## config.mk

```make
export PLATFORM = sky130hd
export DESIGN_NAME = rfb_cmul
export DESIGN_NICKNAME = d
export VERILOG_FILES = /design/src/rtl/core/rfb_pkg.sv /design/src/rtl/core/rfb_cmul.sv
export SDC_FILE = /design/constraint.sdc
export NUM_CORES = 2
export LEC_CHECK = 0
export BUFFER_PORTS_ARGS = -buffer_cell sky130_fd_sc_hd__buf_4
export CAP_MARGIN = 0
export CORE_MARGIN = 4
export CORE_UTILIZATION = 40
export DETAILED_ROUTE_END_ITERATION = 8
export PLACE_DENSITY = 0.65
export SYNTH_ARGS = -nofsm -noshare
export SYNTH_HDL_FRONTEND = slang
export SYNTH_SLANG_ARGS = --single-unit
export TNS_END_PERCENT = 10
```

## constraint.sdc

```tcl
create_clock -name vclk -period 13.6
set_input_delay 3.4 -clock vclk [all_inputs]
set_output_delay 3.4 -clock vclk [all_outputs]
set_load 0.02 [all_outputs]
```

## src/rtl/core/rfb_pkg.sv

```systemverilog
// Shared constants, codes and types of the radix-4 FFT butterfly engine.
package rfb_pkg;

  // Sample and table geometry (TW_DEPTH is a power of two)
  localparam int DATA_BITS = 16;
  localparam int TW_DEPTH  = 1024;
  localparam int TW_AW     = $clog2(TW_DEPTH);
  // A product of two full-scale negative values rounds to +2^(DATA_BITS),
  // so the rounded product needs two bits above the sample width
  localparam int PROD_BITS = DATA_BITS + 2;
  localparam int OUT_BITS  = DATA_BITS + 3;
  localparam int CFG_BITS  = 9;
  localparam int CFG_IDX_BITS = 1;
  localparam int SLOT_BITS = 10;
  localparam int CNT_BITS  = 8;
  localparam int LEN_MAX   = 256;

  typedef enum logic {
    CMD_LOAD    = 1'b0,
    CMD_COMPUTE = 1'b1
  } cmd_e;

  typedef enum logic [CFG_IDX_BITS-1:0] {
    REG_SUB_LENGTH     = 1'b0,
    REG_TWIDDLE_STRIDE = 1'b1
  } cfg_reg_e;

  typedef logic signed [DATA_BITS-1:0] sample_t;
  typedef logic signed [PROD_BITS-1:0] prod_t;
  typedef logic signed [OUT_BITS-1:0]  out_t;

  typedef struct packed {
    sample_t re;
    sample_t im;
  } cpx_t;

  typedef struct packed {
    prod_t re;
    prod_t im;
  } cprod_t;

  // Running twiddle addresses for points one to three
  typedef struct packed {
    logic [TW_AW-1:0] k1;
    logic [TW_AW-1:0] k2;
    logic [TW_AW-1:0] k3;
  } tw_idx_t;

endpackage

```

## src/rtl/core/rfb_cmul.sv

```systemverilog
// Complex Q1.15 multiply with round-half-up and shift by DATA_BITS-1.
module rfb_cmul import rfb_pkg::*; (
  input  cpx_t   x_i,
  input  cpx_t   w_i,
  output cprod_t t_o
);

  localparam int MUL_BITS = 2 * DATA_BITS;
  localparam int SUM_BITS = 2 * DATA_BITS + 1;

  logic signed [MUL_BITS-1:0] rr, ii, ir, ri;
  logic signed [SUM_BITS-1:0] sum_re, sum_im;
  logic signed [SUM_BITS-1:0] bias;

  assign bias = SUM_BITS'(1) <<< (DATA_BITS - 2);

  // Form the four exact products
  assign rr = x_i.re * w_i.re;
  assign ii = x_i.im * w_i.im;
  assign ir = x_i.im * w_i.re;
  assign ri = x_i.re * w_i.im;

  // Combine, add half an LSB, keep the rounded bits
  assign sum_re = SUM_BITS'(rr) - SUM_BITS'(ii) + bias;
  assign sum_im = SUM_BITS'(ir) + SUM_BITS'(ri) + bias;

  assign t_o.re = sum_re[PROD_BITS+DATA_BITS-2:DATA_BITS-1];
  assign t_o.im = sum_im[PROD_BITS+DATA_BITS-2:DATA_BITS-1];

endmodule

```

# Yosys cells after proc, flatten, opt, wreduce, memory -nomap -nowiden
# Cells that the tools add are included.
[totals]
register_bits = 0
in_bits = 64
output_inout_bits = 36
elab_cells = 8
[op_classes]
addsub = 4
mul = 4
[op_table]
columns = ["operator", "count"]
rows = [
  ["multiplier 16 x 16 -> 32 bit", 4],
  ["adder 33 x 16 -> 33 bit (second input constant)", 2],
  ["adder 32 x 32 -> 33 bit", 1],
  ["subtractor 32 x 32 -> 33 bit", 1],
]

# Longest topological paths before layout
[logic_depth]
word_depth = 3
ltp_mapped = 29
ltp_nobuf = 28

# Worst setup path after synthesis
# Ideal clock, no wire load.
[synth_timing]
kind = "in2out"
startpoint = "in x_i[15] (netlist bit)"
endpoint = "out t_o[35] (netlist bit)"
t_arrival_ps = 10726
required_time_ps = 10200
slack_ps = -526
path_stages = 28
n_path_buf = 2
cell_sequence = "clkbuf_1 -> clkbuf_1 -> nand2_1 -> inv_1 -> fa_1 -> inv_1 -> fa_1 -> inv_1 -> fa_1 -> inv_1 -> fa_1 -> fa_1 -> fa_1 -> fa_1 -> inv_1 -> fa_1 -> inv_1 -> ha_1 -> a21o_1 -> a21oi_1 -> nor2_1 -> nor2_1 -> o31a_1 -> o21ai_1 -> a221o_1 -> a211o_1 -> a21oi_1 -> xnor2_1"
[synth_rtl]
columns = ["element", "line_no", "rtl"]
rows = [
  ["start: declaration", "rfb_cmul.sv:3", "input cpx_t x_i,"],
  ["end: declaration", "rfb_cmul.sv:5", "output cprod_t t_o"],
]

==> results.ini <==
[status]
status = finished, violations left
violations = setup timing

[synth]
syn_inst = 4197
synth_top_cells_by_area = fa_1, inv_1, ha_1
ys_types = 48
synth_top_area_share_pct = 59.6
ys.warnings.count = 0
synth_top_area_cell = fa_1
seq_area_frac_synth_pct = 0
syn_area_per_cell_um2 = 9.39
syn_nets = 5733
netlist_area_um2 = 39400

[placed_design]
dp_hpwl_um = 87600
io_buffers = 100
pre_cts_ws_ps = -685
place.gp.congestion = 0.881

[global_route]
track_usage_pct = 19.9
globalRouteOverflowTotal = 0
antenna_found_initial = 5
grt_pass1_wl_um = 162000
grt_pass1_vias = 30659
grt_max_degree = 24

[job]
maxCapViolCount = 0

[drt]
drc = 0
wl_met2_um = 49300
routed_via_density = 4.71
postRouteWirelength_um = 97900
highest_layer = met5
wire_per_inst_um = 16.9
drt_iter0_markers = 1366
route.vias.total = 27328
met1Wirelength_um = 39900
ant_nets = 0
dr.pass1.iters = 6
wl_met3_um = 5990

[setup_path]
crit_start = w_i[16]
path_depth = 30
crit_family = adder cells
crit_required_ps = 10200
critPathMaxStageDelay_ps = 530
crit_buf_inv = 10
criticalPathCategory = in -> out
start_kind = input port
crit_top_cell = fa_1
crit_arrival_ps = 10730
slowest_stage = fa_1
crit_fanout = 6
crit_path_end_kind = output port

[sta]
hold_viol_final = 0
finalMaxSlewViolations = 0
fin_crit_ps = 14130
maxSlewHeadroom_pct = 62.9
rsz0062_at_grt = yes
fin_ws_ps = -528
worst_pin_slew_ps = 551
setup_viol = 16
fmax_mhz = 70.8
period_share_pct = 104

[floorplan]
placementRows = 114
start_util_pct = 40.5
dieArea_um2 = 104000
die_h_um = 322
io_pins = 100
coreArea_um2 = 97300
die_w_um = 322

[final_layout]
final_common_cell = inv_1
layout_common_cells = inv_1, fa_1, nand2_1, and2_1, buf_4
nets = 6054
regArea_um2 = 0
multi_input_area_um2 = 34200
nClkBuffers = 0
fillerInstances = 9324
syn2layout_area_growth_pct = 14.8
drive_gt1_share_pct = 13.1
nFlopsAndLatches = 0

[hold_path]
hold_end = t_o[35]
hold_start = w_i[15]
hold_path.class = in -> out
holdPathStages = 9

-- worst max-delay path by stage --
stage	slack, ps	endpoint
2_1_floorplan	-70	t_o[35]
3_3_place_gp	-610	t_o[35]
3_5_place_dp	-680	t_o[35]
4_1_cts	-540	t_o[33]
5_1_grt	-750	t_o[35]
6_report	-530	t_o[35]
-- layout make-up --
class                           count  area share (%)
Antenna cell                        4          0.0221
Inverter                         1289            10.7
Multi-Input combinational cell   2716            75.6
Tap cell                         1276            3.53
Timing Repair Buffer              511            10.1
-- metal layers --
metal  vias to the layer above  track usage, %
met1                     14299            26.6
li1                      12238               -
met5                         -               0
met2                       670            34.3
met4                         4            4.77
met3                       117            3.00
-- synthesized netlist by cell type (5+ instances only) --
master / n
xor2_1: 13
a21oi_1: 26
nor2b_1: 6
ha_1: 299
clkbuf_1: 190
nand2_1: 486
and2_1: 481
nand2b_1: 28
fa_1: 1173
nor3_1: 7
o21a_1: 5
inv_1: 1289
xnor2_1: 62
o21ai_0: 18
nor2_1: 59
-- metrics by stage --
stage | TNS, ps | cell area, um^2 | util (%) | instances | hold WS, ps
after floorplan | -190 | 39500 | - | 4197 | 7400
after global placement | -7100 | 44500 | 45.7 | 5775 | 7980
after detailed placement | -7910 | 44500 | 45.7 | 5775 | 7980
after CTS | -5310 | 44700 | 46.0 | 5777 | 8020
after global routing | -8110 | 45300 | 46.5 | 5795 | 8120
final | -3430 | 45300 | 46.5 | 5796 | 7960
-- cells by family (layout without fill, tap and decap cells) --
group                    Yosys count  after routing  share of synthesized area, %
AO/OA/AOI/OAI                     83             83                          1.38
XOR/XNOR                          75             75                          1.67
adder cells (fa/ha/maj)         1472           1472                          69.1
buffers and inverters           1481           1800                          14.1
multiplexers                       1              1                        0.0254
other                              0              4                             0
AND/OR/NAND/NOR                 1085           1085                          13.8
-- what timing repair did --
item | in CTS | in global routing
pin swaps | 34 | 77
setup buffers | 2 | 15
hold buffers | 0 | 0
endpoints found under the hold margin | 0 | 0
endpoints found under the setup margin | 23 | 28
gates resized for setup | 63 | 98
Power is not shown: default switching activity piles up to over one toggle a cycle in this logic, so the estimate is an artifact.
