`src/rtl/core/rfb_pkg.sv`:
```
// Shared constants, codes and types of the radix-4 FFT butterfly engine.
package rfb_pkg;

  // Sample and table geometry (TW_DEPTH is a power of two)
  localparam int DATA_BITS = 16;
  localparam int TW_DEPTH  = 1024;
  localparam int TW_AW     = $clog2(TW_DEPTH);
  // A product of two full-scale negative values rounds to +2^(DATA_BITS),
  // so the rounded product needs two bits above the sample width
  localparam int PROD_BITS = DATA_BITS + 2;
  localparam int OUT_BITS  = DATA_BITS + 3;
  localparam int CFG_BITS  = 9;
  localparam int CFG_IDX_BITS = 1;
  localparam int SLOT_BITS = 10;
  localparam int CNT_BITS  = 8;
  localparam int LEN_MAX   = 256;

  typedef enum logic {
    CMD_LOAD    = 1'b0,
    CMD_COMPUTE = 1'b1
  } cmd_e;

  typedef enum logic [CFG_IDX_BITS-1:0] {
    REG_SUB_LENGTH     = 1'b0,
    REG_TWIDDLE_STRIDE = 1'b1
  } cfg_reg_e;

  typedef logic signed [DATA_BITS-1:0] sample_t;
  typedef logic signed [PROD_BITS-1:0] prod_t;
  typedef logic signed [OUT_BITS-1:0]  out_t;

  typedef struct packed {
    sample_t re;
    sample_t im;
  } cpx_t;

  typedef struct packed {
    prod_t re;
    prod_t im;
  } cprod_t;

  // Running twiddle addresses for points one to three
  typedef struct packed {
    logic [TW_AW-1:0] k1;
    logic [TW_AW-1:0] k2;
    logic [TW_AW-1:0] k3;
  } tw_idx_t;

endpackage

```
`src/rtl/core/rfb_index_ctrl.sv`:
```
// Configuration registers, butterfly counter and running twiddle indices.
module rfb_index_ctrl import rfb_pkg::*; (
  input  logic                    clk_i,
  input  logic                    rst_ni,
  input  logic                    cfg_we_i,
  input  logic [CFG_IDX_BITS-1:0] cfg_idx_i,
  input  logic [CFG_BITS-1:0]     cfg_data_i,
  input  logic                    adv_i,
  output tw_idx_t                 idx_o
);

  logic [CFG_BITS-1:0] sub_len_q;
  logic [CFG_BITS-1:0] stride_q;
  logic [CNT_BITS-1:0] cnt_q, cnt_d;
  tw_idx_t             idx_q, idx_d;

  logic [CFG_BITS-1:0]       len;
  logic [CFG_BITS-1:0]       cnt_next;
  logic                      wrap;
  logic [TW_AW+CFG_BITS-1:0] stride_ext;
  logic [TW_AW-1:0]          step1, step2, step3;

  // Write configuration registers
  always_ff @(posedge clk_i or negedge rst_ni) begin
    if (!rst_ni) begin
      sub_len_q <= CFG_BITS'(1);
      stride_q  <= CFG_BITS'(1);
    end else if (cfg_we_i) begin
      unique case (cfg_reg_e'(cfg_idx_i))
        REG_SUB_LENGTH:     sub_len_q <= cfg_data_i;
        REG_TWIDDLE_STRIDE: stride_q  <= cfg_data_i;
        default: ;
      endcase
    end
  end

  // Clamp sub length to one .. LEN_MAX
  always_comb begin
    if (sub_len_q == '0) begin
      len = CFG_BITS'(1);
    end else if (sub_len_q > CFG_BITS'(LEN_MAX)) begin
      len = CFG_BITS'(LEN_MAX);
    end else begin
      len = sub_len_q;
    end
  end

  // Reduce stride modulo table depth and form the 2x and 3x steps
  assign stride_ext = {{TW_AW{1'b0}}, stride_q};
  assign step1      = stride_ext[TW_AW-1:0];
  assign step2      = {step1[TW_AW-2:0], 1'b0};
  assign step3      = step2 + step1;

  assign cnt_next = CFG_BITS'(cnt_q) + CFG_BITS'(1);
  assign wrap     = cnt_next >= len;

  // Advance or restart the indices on each butterfly
  always_comb begin
    cnt_d = cnt_q;
    idx_d = idx_q;
    if (adv_i) begin
      if (wrap) begin
        cnt_d = '0;
        idx_d = '0;
      end else begin
        cnt_d    = cnt_next[CNT_BITS-1:0];
        idx_d.k1 = idx_q.k1 + step1;
        idx_d.k2 = idx_q.k2 + step2;
        idx_d.k3 = idx_q.k3 + step3;
      end
    end
  end

  always_ff @(posedge clk_i or negedge rst_ni) begin
    if (!rst_ni) begin
      cnt_q <= '0;
      idx_q <= '0;
    end else begin
      cnt_q <= cnt_d;
      idx_q <= idx_d;
    end
  end

  assign idx_o = idx_q;

  // The start of a group always reads the twiddles at index zero
  a_group_start_zero: assert property (@(posedge clk_i) disable iff (!rst_ni)
    (cnt_q == '0) |-> (idx_q.k1 == '0 && idx_q.k2 == '0 && idx_q.k3 == '0))
    else $error("indices not zero at group start");

endmodule

```
`config.mk`:
```
export PLATFORM = sky130hd
export DESIGN_NAME = rfb_index_ctrl
export DESIGN_NICKNAME = d
export VERILOG_FILES = /design/src/rtl/core/rfb_pkg.sv /design/src/rtl/core/rfb_index_ctrl.sv
export SDC_FILE = /design/constraint.sdc
export NUM_CORES = 1
export LEC_CHECK = 0
export ABC_CLOCK_PERIOD_IN_PS = 3920
export BUFFER_PORTS_ARGS = -buffer_cell sky130_fd_sc_hd__buf_2
export CORE_MARGIN = 1.5
export CORE_UTILIZATION = 45
export CTS_CLUSTER_DIAMETER = 150
export DETAILED_ROUTE_END_ITERATION = 7
export GPL_TIMING_DRIVEN = 0
export PLACE_DENSITY = 0.7
export REMOVE_ABC_BUFFERS = 1
export SYNTH_ARGS = -nofsm -noshare
export SYNTH_HDL_FRONTEND = slang
export SYNTH_SLANG_ARGS = --single-unit
```
`constraint.sdc`:
```
create_clock -name clk_i -period 3.92 [get_ports clk_i]
set_input_delay 0.196 -clock clk_i [delete_from_list [all_inputs] [get_ports clk_i]]
set_output_delay 0.196 -clock clk_i [all_outputs]
set_load 0.03 [all_outputs]
```
; Word-level counts from Yosys, hierarchy flattened
; Cells that the tools add are included.
[totals]
output_inout_bits = 30
word_cells = 21
regBits = 56
[op_classes]
n_bitwise = 1
reduce_logical = 3
n_addsub = 5
n_mux = 4
order_cmp = 2
[ops]
columns = op, count
row1 = 30-bit two-way mux, 1
row2 = 10-bit adder, 2
row3 = 10-bit by 9-bit adder with 10-bit output, 2
row4 = 9-bit two-way mux, 2
row5 = "8-bit by 1-bit adder with 9-bit output, second input constant", 1
row6 = 9-bit greater-or-equal comparator, 1
row7 = "9-bit > comparator, second input constant", 1
row8 = 9-bit logical NOT, 1
row9 = 8-bit two-way mux, 1
row10 = 2-bit AND reduction, 2
row11 = 1-bit inverter, 1

; Depth between registers and ports, before layout
[logic_depth]
ltp_word = 5
ltp_mapped = 11
ltp_nobuf = 10

; Least setup slack after synthesis
; Ideal clock, no wire load.
[synth_timing]
kind = register to register
start = reg cnt_q[0]
end = reg cnt_q[6]
t_arrival_ns = 2.475
stages_incl_launch_ff = 12
required_time_ns = 3.795
slack_ns = 1.320
period_less_slack_ns = 2.600
path_cell_list = dfrtp_1 > ha_1 > and3_1 > and3_1 > and3_1 > ha_1 > nand4_1 > or2_1 > o211a_2 > buf_2 > a21boi_1 > mux2i_1
[synth_via]
elab_chain_cells = 3
[synth_lines]
columns = element, line
row1 = "start, declared", rfb_index_ctrl.sv:14  ; logic [CNT_BITS-1:0] cnt_q, cnt_d;
row2 = "start signal, assigned", rfb_index_ctrl.sv:79  ; cnt_q <= cnt_d;
row3 = 8-bit by 1-bit adder with 9-bit output (*), rfb_index_ctrl.sv:54  ; assign cnt_next = CFG_BITS'(cnt_q) + CFG_BITS'(1);
row4 = 9-bit greater-or-equal comparator, rfb_index_ctrl.sv:55  ; assign wrap = cnt_next >= len;
row5 = 8-bit two-way mux (*), rfb_index_ctrl.sv:62  ; if (wrap) begin
; Mark *: on every way between the ends. The rest lies on a longest branch, timed or not.
; A chain may end at the register's enable or synchronous reset.

; Worst setup path after layout
[layout_timing]
start = reg cnt_q[0]
end = reg idx_q, in the netlist idx_o[4]
[layout_via]
elab_chain_cells = 3
[layout_lines]
columns = element, line
row1 = 8-bit by 1-bit adder with 9-bit output, rfb_index_ctrl.sv:54
row2 = 9-bit greater-or-equal comparator, rfb_index_ctrl.sv:55
row3 = 30-bit two-way mux, rfb_index_ctrl.sv:62
row4 = "end signal, assigned", rfb_index_ctrl.sv:80  ; idx_q <= idx_d;
row5 = "end, declared", rfb_index_ctrl.sv:15  ; tw_idx_t idx_q, idx_d;
; Every way passes these cells.

==> run metrics <==
status complete, no violations; CTS tree done; final hold slack around 120 ps; design area about 4200 um2; H-Tree Depth 2; Synth top cells by count 53 x dfrtp_1, 36 x ha_1, 28 x inv_1; nets ~480; I/O pins 44; fin crit period ~3200 ps; Crit path required time 4150 ps; Hold Vio Cnt, Final 0; post-layout util 0.513; root buffer cell clkbuf_8; Final TNS setup 0 ps; DRC 0; initial antenna violation count 0; Slew @ Worst Pin 1110 ps; Critical Path Source Type flop; number of synthesized flops with an enable pin 0; first-pass GRT wire length approximately 14000 um; RSZ-0062 raised after global routing no; Avg WL per Cell around 16 um; drt pass-1 iters 4; worst-path fanout max 32; CTS clk-pin slew, worst paths 110 ps; input/output buffers between 40 and 50; DRT Wirelength slightly above 8000 um; slowest stage delay, CP ~680 ps; sequential share of the synthesized area 0.361; HPWL after detailed placement a little under 6000 um; Setup violations, final 0; DR iter-0 viols 121; Post-Synth Simple-Gate Area 0.126; post-synthesis mux area share 0.0607; All-Layer GR Usage 0.193; Max Cap Viol 0; initial core utilization 0.464; post-synth design cell area approximately 3800 um2; Mapped Avg Cell Area around 10 um2; slew margin rel. 0.263; Critical-path top delay cell o211a_2; highest clock rate roughly 320 MHz; CP Capture Type flop; number of global-route vias before repair between 2000 and 3000; Cell Area, Placed just over 4000 um2; Post-Synth Adder-Cell Area 0.176; clk_skew a little under 7 ps; top-count cell post-synth dfrtp_1; share of layout cells above drive strength 1 0.181; worst hold path type input pin to flop; worst setup path class flop to flop; post-synthesis cell count 380; clock sink count 55; area fraction of the dominant cell type after synthesis 0.348; register bit total from synthesis 55; drt via density between 5 and 6; Clock Tree Buf Depth 2; largest net degree at the start of global routing 66; Compound-Gate Fraction of Synth Area 0.192; Slew Viols, Final 0; Clk Latency, worst-skew pair around 310 ps; Final ANT Viol Nets 0; top cell type by total area after synthesis dfrtp_1; Std-Cell Rows 33; GPL Wtd Cong 0.890; Num CTS Buffers 5; post-CTS setup repair buffer count 0; largest family of logic cells by synthesized area compound AO/OA/AOI/OAI gates; area grow syn2layout 10.5%; Top delay family on crit path compound AO/OA/AOI/OAI gates; ys async rst share 1.00; Vias 2935; top post-synthesis cells by area dfrtp_1 35%, ha_1 12%, fa_1 5.8%, mux2_2 5.0%, nand3_1 3.1%; post-CTS resize count 0; Buf+Inv Stages, Crit Path 0; P_leak about 0.002 uW; crit path DAT around 3400 ps; Synth Area in XOR/XNOR 0.0413; Overflow after GRT 0; Die Y approximately 95 um; pwr/cell area 871 nW/um2; Die Width approximately 95 um; core area approximately 8000 um2; synth unique cells 55; worst path cell trace ha_1, and3_1, and3_1, xor2_1, ha_1, a21oi_1, o21a_1, o211a_2, o2111ai_1, o21ai_1; Antenna Cells 0; die area approximately 9000 um2; Fillers between 700 and 800; Period Utilization, post-route 0.808; synth warn 0; top_reg_cell synth dfrtp_1; VDD IR max between 0.3 and 0.4 mV
==> final timing paths <==
check	startpoint	to	slack, ps	cells past startpoint
worst min register to register	idx_o[0]	idx_o[0]	530	2
worst max-delay path	cnt_q[0]	idx_o[4]	750	10
min in group asynchronous	rst_ni	idx_o[18]	500	2
worst min-delay path	cfg_data_i[8]	sub_len_q[8]	120	3
worst max register to register	cnt_q[0]	idx_o[4]	750	10
max in group asynchronous	rst_ni	cnt_q[3]	2930	2
==> layer usage <==
metal | GRT usage | vias to the layer above | share of wire
met3 | 0.0287 | 4 | 0.025
met1 | 0.270 | 1438 | 0.49
met4 | 0.0386 | 0 | 0.0081
met5 | 0 | - | 0
met2 | 0.317 | 43 | 0.48
li1 | - | 1450 | -
==> what timing repair did <==
item	in CTS	in global routing
endpoints found under the setup margin	0	0
hold buffers	0	1
hold endpoints to repair	0	53
==> area by class of cell <==
type,instances,area (um2),area share
clock buffers,6,82.6,0.0196
well taps,105,131,0.0312
inverters,29,109,0.0258
clock inverters,2,16.3,0.00386
multi-input cells,284,2270,0.539
repair buffers,43,223,0.0529
flip-flops and latches,55,1380,0.327
==> flip-flops by register name, indices dropped and copies added, names as in the netlist <==
signal	cells
cnt_q	8
idx_o	29
stride_q	9
sub_len_q	9
==> cells by family after synthesis <==
| group | after synthesis |
|---|---|
| muxes | 21 |
| xor gates and xnor gates | 18 |
| adders and majority gates | 47 |
| buffers and inverters | 41 |
| AOI/OAI and AO/OA | 108 |
| other | 1 |
| DFF | 55 |
| and+or+nand+nor | 89 |
==> stage by stage <==
| step | setup WS (ps) | total power [uW] | cells |
|---|---|---|---|
| floorplan | 1270 | 2770 | 368 |
| global placement | 863 | 3230 | 515 |
| detailed placement | 787 | 3320 | 515 |
| CTS | 753 | 3690 | 523 |
| global route | 528 | 4020 | 524 |
| finish | 754 | 3670 | 524 |
==> tightest hold or removal path, delay by kind of cell <==
kind,cells,cell delay [ps]
buffers and inverters,1,100
AO/OA/AOI/OAI,1,60
AND/OR/NAND/NOR,1,40
==> cells in the final DEF (no fill, tap or decap), types with 12 or more instances in the layout <==
cell type | netlist | final
nor2b_1 | 12 | 12
dfrtp_1 | 53 | 53
buf_2 | 4 | 41
a21oi_1 | 23 | 23
o21ai_1 | 22 | 22
ha_1 | 36 | 36
mux2_2 | 17 | 17
nand2_1 | 19 | 19
inv_1 | 28 | 28
nand3_1 | 24 | 24
==> report_power, final <==
group	internal (uW)	switching, uW
combinational	963	1360
sequential	779	224
clock	145	199
No activity file was read; power rests on OpenSTA's default activity.
